[config.mk]
export PLATFORM = sky130hd
export DESIGN_NAME = byte_pattern_match_finder_flat
export DESIGN_NICKNAME = d
export VERILOG_FILES = /design/src/sv/bpmf_pkg.sv /design/src/sv/bpmf_if.sv /design/src/sv/bpmf_cell.sv /design/src/sv/byte_pattern_match_finder.sv /design/src/flat_wrapper.sv
export SDC_FILE = /design/constraint.sdc
export NUM_CORES = 1
export LEC_CHECK = 0
export ABC_AREA = 1
export BUFFER_PORTS_ARGS = -buffer_cell sky130_fd_sc_hd__buf_4
export CORE_MARGIN = 2
export CORE_UTILIZATION = 50
export DETAILED_ROUTE_END_ITERATION = 8
export PLACE_DENSITY = 0.7
export REMOVE_ABC_BUFFERS = 1
export SLEW_MARGIN = 25
export SYNTH_ARGS = -nofsm -noshare
export SYNTH_HDL_FRONTEND = slang
export SYNTH_SLANG_ARGS = --single-unit
export TNS_END_PERCENT = 10
[constraint.sdc]
create_clock -name clk_i -period 9.64 [get_ports clk_i]
set_input_delay 0.482 -clock clk_i [delete_from_list [all_inputs] [get_ports clk_i]]
set_output_delay 0.482 -clock clk_i [all_outputs]
set_load 0.02 [all_outputs]
[src/sv/bpmf_pkg.sv]
package bpmf_pkg;

  localparam int unsigned PAT_BYTES = 16;
  localparam int unsigned LEN_W     = 5;
  localparam int unsigned IDX_W     = 4;
  localparam int unsigned CNT_W     = 32;
  localparam int unsigned CFG_IDX_W = 8;
  localparam int unsigned CFG_DAT_W = 64;

  localparam logic [LEN_W-1:0] LEN_RESET = LEN_W'(4);
  localparam logic [CNT_W-1:0] COUNT_MAX = '1;

  typedef enum logic [CFG_IDX_W-1:0] {
    REG_PATTERN_LENGTH = 8'd0,
    REG_PATTERN_LOW    = 8'd1,
    REG_PATTERN_HIGH   = 8'd2
  } cfg_reg_e;

  typedef struct packed {
    logic shift;
    logic clear;
  } cell_ctrl_t;

endpackage

[src/sv/bpmf_if.sv]
interface bpmf_in_if;
  logic       valid;
  logic       ready;
  logic [7:0] data_byte;
  logic       region_end;

  modport source (output valid, output data_byte, output region_end, input ready);
  modport sink   (input valid, input data_byte, input region_end, output ready);
endinterface

interface bpmf_out_if;
  logic        valid;
  logic        ready;
  logic        match_found;
  logic [31:0] match_offset;
  logic        region_done;

  modport source (output valid, output match_found, output match_offset,
                  output region_done, input ready);
  modport sink   (input valid, input match_found, input match_offset,
                  input region_done, output ready);
endinterface

interface bpmf_cfg_if;
  logic        valid;
  logic        ready;
  logic [7:0]  index;
  logic [63:0] data;

  modport source (output valid, output index, output data, input ready);
  modport sink   (input valid, input index, input data, output ready);
endinterface

[src/sv/bpmf_cell.sv]
module bpmf_cell (
  input  logic                clk_i,
  input  logic                rst_ni,
  input  bpmf_pkg::cell_ctrl_t ctrl_i,
  input  logic [7:0]          data_i,
  input  logic [7:0]          pat_i,
  input  logic                active_i,
  output logic [7:0]          data_o,
  output logic                hit_o
);
  import bpmf_pkg::*;

  logic [7:0] byte_q, byte_d;

  // The compare looks at the byte this cell takes on the current shift.
  assign hit_o  = !active_i || (data_i == pat_i);
  assign data_o = byte_q;

  always_comb begin
    byte_d = byte_q;
    if (ctrl_i.clear) begin
      byte_d = '0;
    end else if (ctrl_i.shift) begin
      byte_d = data_i;
    end
  end

  always_ff @(posedge clk_i or negedge rst_ni) begin
    if (!rst_ni) begin
      byte_q <= '0;
    end else begin
      byte_q <= byte_d;
    end
  end

endmodule

[src/sv/byte_pattern_match_finder.sv]
// Searches a byte stream, cut into regions by region_end, for every occurrence
// of a pattern of 1 to 16 bytes, overlapping ones included, and reports the
// region offset at which each match starts. One item is accepted per clock
// cycle while no result waits at a stalled output: a chain of PATTERN_MAX
// byte cells shifts the window and compares every active cell against its
// pattern byte in the same cycle, and the result appears in the output
// register in the cycle after the item is accepted. An item yields a result
// only when it completes a match or closes a region; the window and byte count
// are cleared after a region's last byte. Config writes are always accepted.
module byte_pattern_match_finder #(
  parameter int unsigned PATTERN_MAX = 16
) (
  input  logic clk_i,
  input  logic rst_ni,
  bpmf_in_if.sink    in_i,
  bpmf_cfg_if.sink   cfg_i,
  bpmf_out_if.source out_o
);
  import bpmf_pkg::*;

  logic [LEN_W-1:0]     pat_len_q;
  logic [CFG_DAT_W-1:0] pat_low_q;
  logic [CFG_DAT_W-1:0] pat_high_q;

  logic [7:0] pat_bytes [PAT_BYTES];
  logic [LEN_W-1:0] len_used;
  logic [IDX_W-1:0] len_m1;

  logic [7:0] chain [PATTERN_MAX+1];
  logic [PATTERN_MAX-1:0] hits;
  cell_ctrl_t cell_ctrl;

  logic [CNT_W-1:0] count_q, count_d;
  logic             accept;
  logic             found;
  logic [CNT_W-1:0] offset;

  logic             out_valid_q, out_valid_d;
  logic             out_found_q;
  logic [CNT_W-1:0] out_offset_q;
  logic             out_done_q;

  assign cfg_i.ready = 1'b1;

  always_ff @(posedge clk_i or negedge rst_ni) begin
    if (!rst_ni) begin
      pat_len_q  <= LEN_RESET;
      pat_low_q  <= '0;
      pat_high_q <= '0;
    end else if (cfg_i.valid) begin
      case (cfg_i.index)
        REG_PATTERN_LENGTH: pat_len_q  <= cfg_i.data[LEN_W-1:0];
        REG_PATTERN_LOW:    pat_low_q  <= cfg_i.data;
        REG_PATTERN_HIGH:   pat_high_q <= cfg_i.data;
        default: ;
      endcase
    end
  end

  always_comb begin
    for (int b = 0; b < 8; b++) begin
      pat_bytes[b]     = pat_low_q[b*8 +: 8];
      pat_bytes[b + 8] = pat_high_q[b*8 +: 8];
    end
  end

  always_comb begin
    len_used = pat_len_q;
    if (pat_len_q == '0) begin
      len_used = LEN_W'(1);
    end else if (pat_len_q > LEN_W'(PATTERN_MAX)) begin
      len_used = LEN_W'(PATTERN_MAX);
    end
  end

  assign len_m1 = IDX_W'(len_used - LEN_W'(1));

  assign accept          = in_i.valid && in_i.ready;
  assign cell_ctrl.shift = accept;
  assign cell_ctrl.clear = accept && in_i.region_end;
  assign chain[0]        = in_i.data_byte;

  for (genvar k = 0; k < PATTERN_MAX; k++) begin : g_cell
    localparam logic [IDX_W-1:0] Pos = IDX_W'(k);
    logic [IDX_W-1:0] pat_idx;
    logic             active;

    assign pat_idx = len_m1 - Pos;
    assign active  = (Pos <= len_m1);

    bpmf_cell u_cell (
      .clk_i    (clk_i),
      .rst_ni   (rst_ni),
      .ctrl_i   (cell_ctrl),
      .data_i   (chain[k]),
      .pat_i    (pat_bytes[pat_idx]),
      .active_i (active),
      .data_o   (chain[k+1]),
      .hit_o    (hits[k])
    );
  end

  always_comb begin
    found  = (&hits) && (count_q >= CNT_W'(len_m1));
    offset = '0;
    if (found) begin
      if (count_q == COUNT_MAX) begin
        offset = COUNT_MAX - CNT_W'(len_used);
      end else begin
        offset = count_q - CNT_W'(len_m1);
      end
    end
  end

  always_comb begin
    count_d = count_q;
    if (accept) begin
      if (in_i.region_end) begin
        count_d = '0;
      end else if (count_q != COUNT_MAX) begin
        count_d = count_q + CNT_W'(1);
      end
    end
  end

  assign in_i.ready = !out_valid_q || out_o.ready;

  always_comb begin
    out_valid_d = out_valid_q && !out_o.ready;
    if (accept) begin
      out_valid_d = found || in_i.region_end;
    end
  end

  always_ff @(posedge clk_i or negedge rst_ni) begin
    if (!rst_ni) begin
      count_q     <= '0;
      out_valid_q <= 1'b0;
    end else begin
      count_q     <= count_d;
      out_valid_q <= out_valid_d;
    end
  end

  always_ff @(posedge clk_i) begin
    if (accept) begin
      out_found_q  <= found;
      out_offset_q <= offset;
      out_done_q   <= in_i.region_end;
    end
  end

  assign out_o.valid        = out_valid_q;
  assign out_o.match_found  = out_found_q;
  assign out_o.match_offset = out_offset_q;
  assign out_o.region_done  = out_done_q;

endmodule

[src/flat_wrapper.sv]
// flat-port wrapper written by rule: the top's interface ports become plain ports
module byte_pattern_match_finder_flat import bpmf_pkg::*;
#(
  parameter int unsigned PATTERN_MAX = 16
)
  (clk_i, rst_ni, in_i_valid, in_i_data_byte, in_i_region_end, in_i_ready, cfg_i_valid, cfg_i_index, cfg_i_data, cfg_i_ready, out_o_valid, out_o_match_found, out_o_match_offset, out_o_region_done, out_o_ready);
  bpmf_in_if in_i_i ();
  bpmf_cfg_if cfg_i_i ();
  bpmf_out_if out_o_i ();
  input  logic clk_i;
  input  logic rst_ni;
  input wire logic [$bits(in_i_i.valid)-1:0] in_i_valid;
  input wire logic [$bits(in_i_i.data_byte)-1:0] in_i_data_byte;
  input wire logic [$bits(in_i_i.region_end)-1:0] in_i_region_end;
  output wire logic [$bits(in_i_i.ready)-1:0] in_i_ready;
  input wire logic [$bits(cfg_i_i.valid)-1:0] cfg_i_valid;
  input wire logic [$bits(cfg_i_i.index)-1:0] cfg_i_index;
  input wire logic [$bits(cfg_i_i.data)-1:0] cfg_i_data;
  output wire logic [$bits(cfg_i_i.ready)-1:0] cfg_i_ready;
  output wire logic [$bits(out_o_i.valid)-1:0] out_o_valid;
  output wire logic [$bits(out_o_i.match_found)-1:0] out_o_match_found;
  output wire logic [$bits(out_o_i.match_offset)-1:0] out_o_match_offset;
  output wire logic [$bits(out_o_i.region_done)-1:0] out_o_region_done;
  input wire logic [$bits(out_o_i.ready)-1:0] out_o_ready;
  assign in_i_i.valid = in_i_valid;
  assign in_i_i.data_byte = in_i_data_byte;
  assign in_i_i.region_end = in_i_region_end;
  assign in_i_ready = in_i_i.ready;
  assign cfg_i_i.valid = cfg_i_valid;
  assign cfg_i_i.index = cfg_i_index;
  assign cfg_i_i.data = cfg_i_data;
  assign cfg_i_ready = cfg_i_i.ready;
  assign out_o_valid = out_o_i.valid;
  assign out_o_match_found = out_o_i.match_found;
  assign out_o_match_offset = out_o_i.match_offset;
  assign out_o_region_done = out_o_i.region_done;
  assign out_o_i.ready = out_o_ready;
  byte_pattern_match_finder #(.PATTERN_MAX(PATTERN_MAX)) u_core (.clk_i(clk_i), .rst_ni(rst_ni), .in_i(in_i_i), .cfg_i(cfg_i_i), .out_o(out_o_i));
endmodule
==> metrics <==
status=finished, final reports clean; Worst Path Required=~10 ns; VDD IR max=0.000160 V; port buffer count=121; period utilization=0.838; CTS tree=done; #FFs+latches synth=320; first-pass GRT wire length=approximately 130000 microns; gr ovfl total=0; clock share of power=0.281; filler cell count=between 4000 and 5000; top cell type's share of synthesized area=0.304; # diodes=0; Synth area leader=dfrtp_1; count leader, synth=nand2_1; CP Capture Type=flop; Initial Utilization=0.505; highest clock rate=about 120 MHz; setup TNS=0 ns; Post-Route WL=approximately 82000 microns; Ys Warns=0; pwr dens=209 nW/um^2; total track usage=0.336; die area=around 49000 sq um; largest net degree at the start of global routing=between 100 and 150; FF-to-FF Start=u_core.pat_len_q[0]$_DFFE_PN0P_; Clk Tree Root Cell=clkbuf_16; Min-Delay Startpoint=in_i_data_byte[7]; insertion delay of the later-clocked pin in the worst-skew pair=0.58 ns; Core Box Area=46500 sq um; top post-synthesis cells by area=dfrtp_1 (30%), nand3_1 (22%), nand2_1 (17%); RSZ-0062 raised after global routing=false; Worst Path Arrival=roughly 8.5 ns; final setup vio count=0; row count=79; share of cells above drive strength 1=0.0772; overall power=5370 uW; placed inst area=24400 sq um; 1st-iter DRT viols=between 3000 and 4000; syn avg cell area=6.43 sq um; CTS clk-pin slew, worst paths=around 0.060 ns; most frequent cells after synthesis=nand2_1 (1049), nand3_1 (1029), inv_1 (379); Async SR Flop Fraction=0.894; Design Area, Final=around 26000 sq um; slew of the pin with the lowest slew margin=about 1.1 ns; Max Cap Viol=0; Min Hold Slack=between 0.15 and 0.2 ns; num ports=~120; sequential fraction of the synthesis area=0.349; Chip Height=221 microns; Pleak=0.0127 uW; worst min path class=primary input to flop; DR WL/cell=19.3 microns; Die Wd=around 220 microns; Worst Hold Path EP=u_core.g_cell[0].u_cell.data_o[7]$_DFFE_PN0P_; DRC Markers=0; fin crit period=8.08 ns; via count=between 20000 and 25000; Routed Antenna Nets=0; pre-CTS WS=2.25 ns; Unique masters post-synth=44; top_reg_cell synth=dfrtp_1; FF-to-FF path depth=21; Comb power frac=0.449; CP startpoint kind=flop; Slew HR=0.286; vias per cell=5.85; Syn-to-layout area delta=9.55%; vias in the first global route=22100; Pre-antenna DRT Iters=9; H-tree depth=2; # nets final=3723; Seq pwr share=0.271; initial antenna violation count=1; Clock Sinks=320; placer congestion estimate=between 1 and 1.5; CP Max Fanout=71; Net Sw Power=2400 uW; RR Endpoint=u_core.out_o.match_offset[25]$_SDFFCE_PN0P_; pins over their slew limit=0; EDFF count, synth=34; reg2reg setup slack=1.56 ns; Worst Hold Depth=3; Cell Area, Synth=roughly 23000 sq um; final hold violations=0; post-CTS setup buffers=0; CTS max path bufs=3; Internal Power=2970 uW; Max Clock Skew=0.0158 ns; Crit Path Class=flop to flop; PnR worst setup slack=1.56 ns; HPWL Detailed=59000 microns; Sw Ratio=0.447; Synth Instances=3649; CTS buffer count=38
[worst max path at each step]
stage | startpoint | end
final | u_core.pat_len_q[0]$_DFFE_PN0P_ | u_core.out_o.match_offset[25]$_SDFFCE_PN0P_
after detailed placement | u_core.pat_len_q[0]$_DFFE_PN0P_ | u_core.out_o.match_offset[0]$_SDFFCE_PN0P_
after global placement | u_core.pat_len_q[0]$_DFFE_PN0P_ | u_core.out_o.match_offset[31]$_SDFFCE_PN0P_
after global routing | u_core.pat_len_q[0]$_DFFE_PN0P_ | u_core.out_o.match_offset[31]$_SDFFCE_PN0P_
after CTS | u_core.pat_len_q[0]$_DFFE_PN0P_ | u_core.out_o.match_offset[25]$_SDFFCE_PN0P_
after floorplan | u_core.pat_len_q[4]$_DFFE_PN0P_ | u_core.out_o.match_offset[0]$_SDFFCE_PN0P_
[registers in the layout, indices dropped and copies added (netlist names)]
| register | count |
|---|---|
| u_core.g_cell.u_cell.data_o | 120 |
| u_core.pat_high_q | 64 |
| u_core.pat_low_q | 64 |
| u_core.count_q | 32 |
| u_core.out_o.match_offset | 32 |
| u_core.pat_len_q | 5 |
| u_core.out_o.match_found | 1 |
| u_core.out_o.region_done | 1 |
| u_core.out_o.valid | 1 |
[through the flow]
stage,std cells,utilization
CTS,4261,0.553
finish,4262,0.553
global placement,4191,0.525
floorplan,3437,-
global route,4262,0.553
detailed placement,4191,0.525
[critical path, stage by stage (launching register included)]
cell and delay, ns:
dfrtp_1 0.44, nor2_1 0.20, nand3_4 0.48, nand2_4 0.73, ha_2 0.29, buf_4 0.65
clkinv_2 1.02, ha_1 1.19, clkinv_1 0.76, nand3_1 0.33, nand3_1 0.13, nand2_1 0.09
nand2_1 0.05, nand2_1 0.05, nand3_1 0.10, nor2_1 0.19, nand2_1 0.07, nand2_1 0.08
nand2_1 0.07, nor2_2 0.12, nand3_4 0.45, nor3_2 0.31
[metal layers]
layer / track usage / routed length, microns / vias up
li1: - / - / 12000
met1: 0.469 / 35100 / 11500
met2: 0.511 / 36000 / 1273
met3: 0.0646 / 7780 / 218
met4: 0.138 / 3280 / 0
met5: 0 / 0 / -
[cells by family (layout without fill, tap and decap cells)]
| group | after synthesis | in the layout | synth area share |
|---|---|---|---|
| and+or+nand+nor | 2347 | 2347 | 0.451 |
| buffers and inverters | 602 | 608 | 0.105 |
| AOI/OAI and AO/OA | 320 | 320 | 0.0717 |
| DFF | 320 | 320 | 0.349 |
| xor gates and xnor gates | 48 | 48 | 0.0179 |
| adders and majority gates | 11 | 11 | 0.00619 |
| other | 1 | 1 | 0.000160 |
[power by group through the flow]
stage | logic, uW | clock network [uW] | registers, uW
after global routing | 2640 | 1570 | 1460
after global placement | 2310 | 0 | 1480
after CTS | 2340 | 1520 | 1450
after floorplan | 1580 | 0 | 1480
after detailed placement | 2330 | 0 | 1480
final | 2410 | 1510 | 1450
[cells in the final DEF, fill, tap and decap left out, types with 3 or more instances in the layout]
cell type	Yosys	routed
inv_1	379	377
nor3_2	30	30
nand3_1	1029	1028
nor3_1	33	33
dfrtp_1	285	285
nand2_2	13	12
nand2_4	2	5
nor2_2	5	6
clkbuf_16	0	40
clkbuf_1	106	9
xor2_1	41	41
buf_4	19	145
nand4_1	30	30
nand3b_1	10	10
o21ai_0	268	268
inv_2	9	9
nor2_1	130	128
o31ai_1	22	22
ha_1	10	9
clkbuf_8	0	6
bufinv_16	0	3
clkinv_2	0	10
nor4_1	9	9
edfxtp_1	34	34
a21oi_1	20	20
nand3_4	1	3
nand2_1	1049	1047
xnor2_1	7	7
[timing repair]
action / CTS / global route
setup endpoints to repair: 0 / 0
hold buffers: 1 / 0
gates resized for setup: 0 / 0
hold endpoints to repair: 84 / 0
[final cells by class]
class | instances | area, sq um | area share
tap | 607 | 759 | 0.0296
clock buffer | 55 | 1120 | 0.0435
sequential | 320 | 8180 | 0.318
timing repair buffer | 149 | 1140 | 0.0446
inverter | 390 | 1470 | 0.0573
clock inverter | 14 | 151 | 0.00589
multi-input combinational | 2727 | 12900 | 0.501
(Power assumes the default switching activity.)
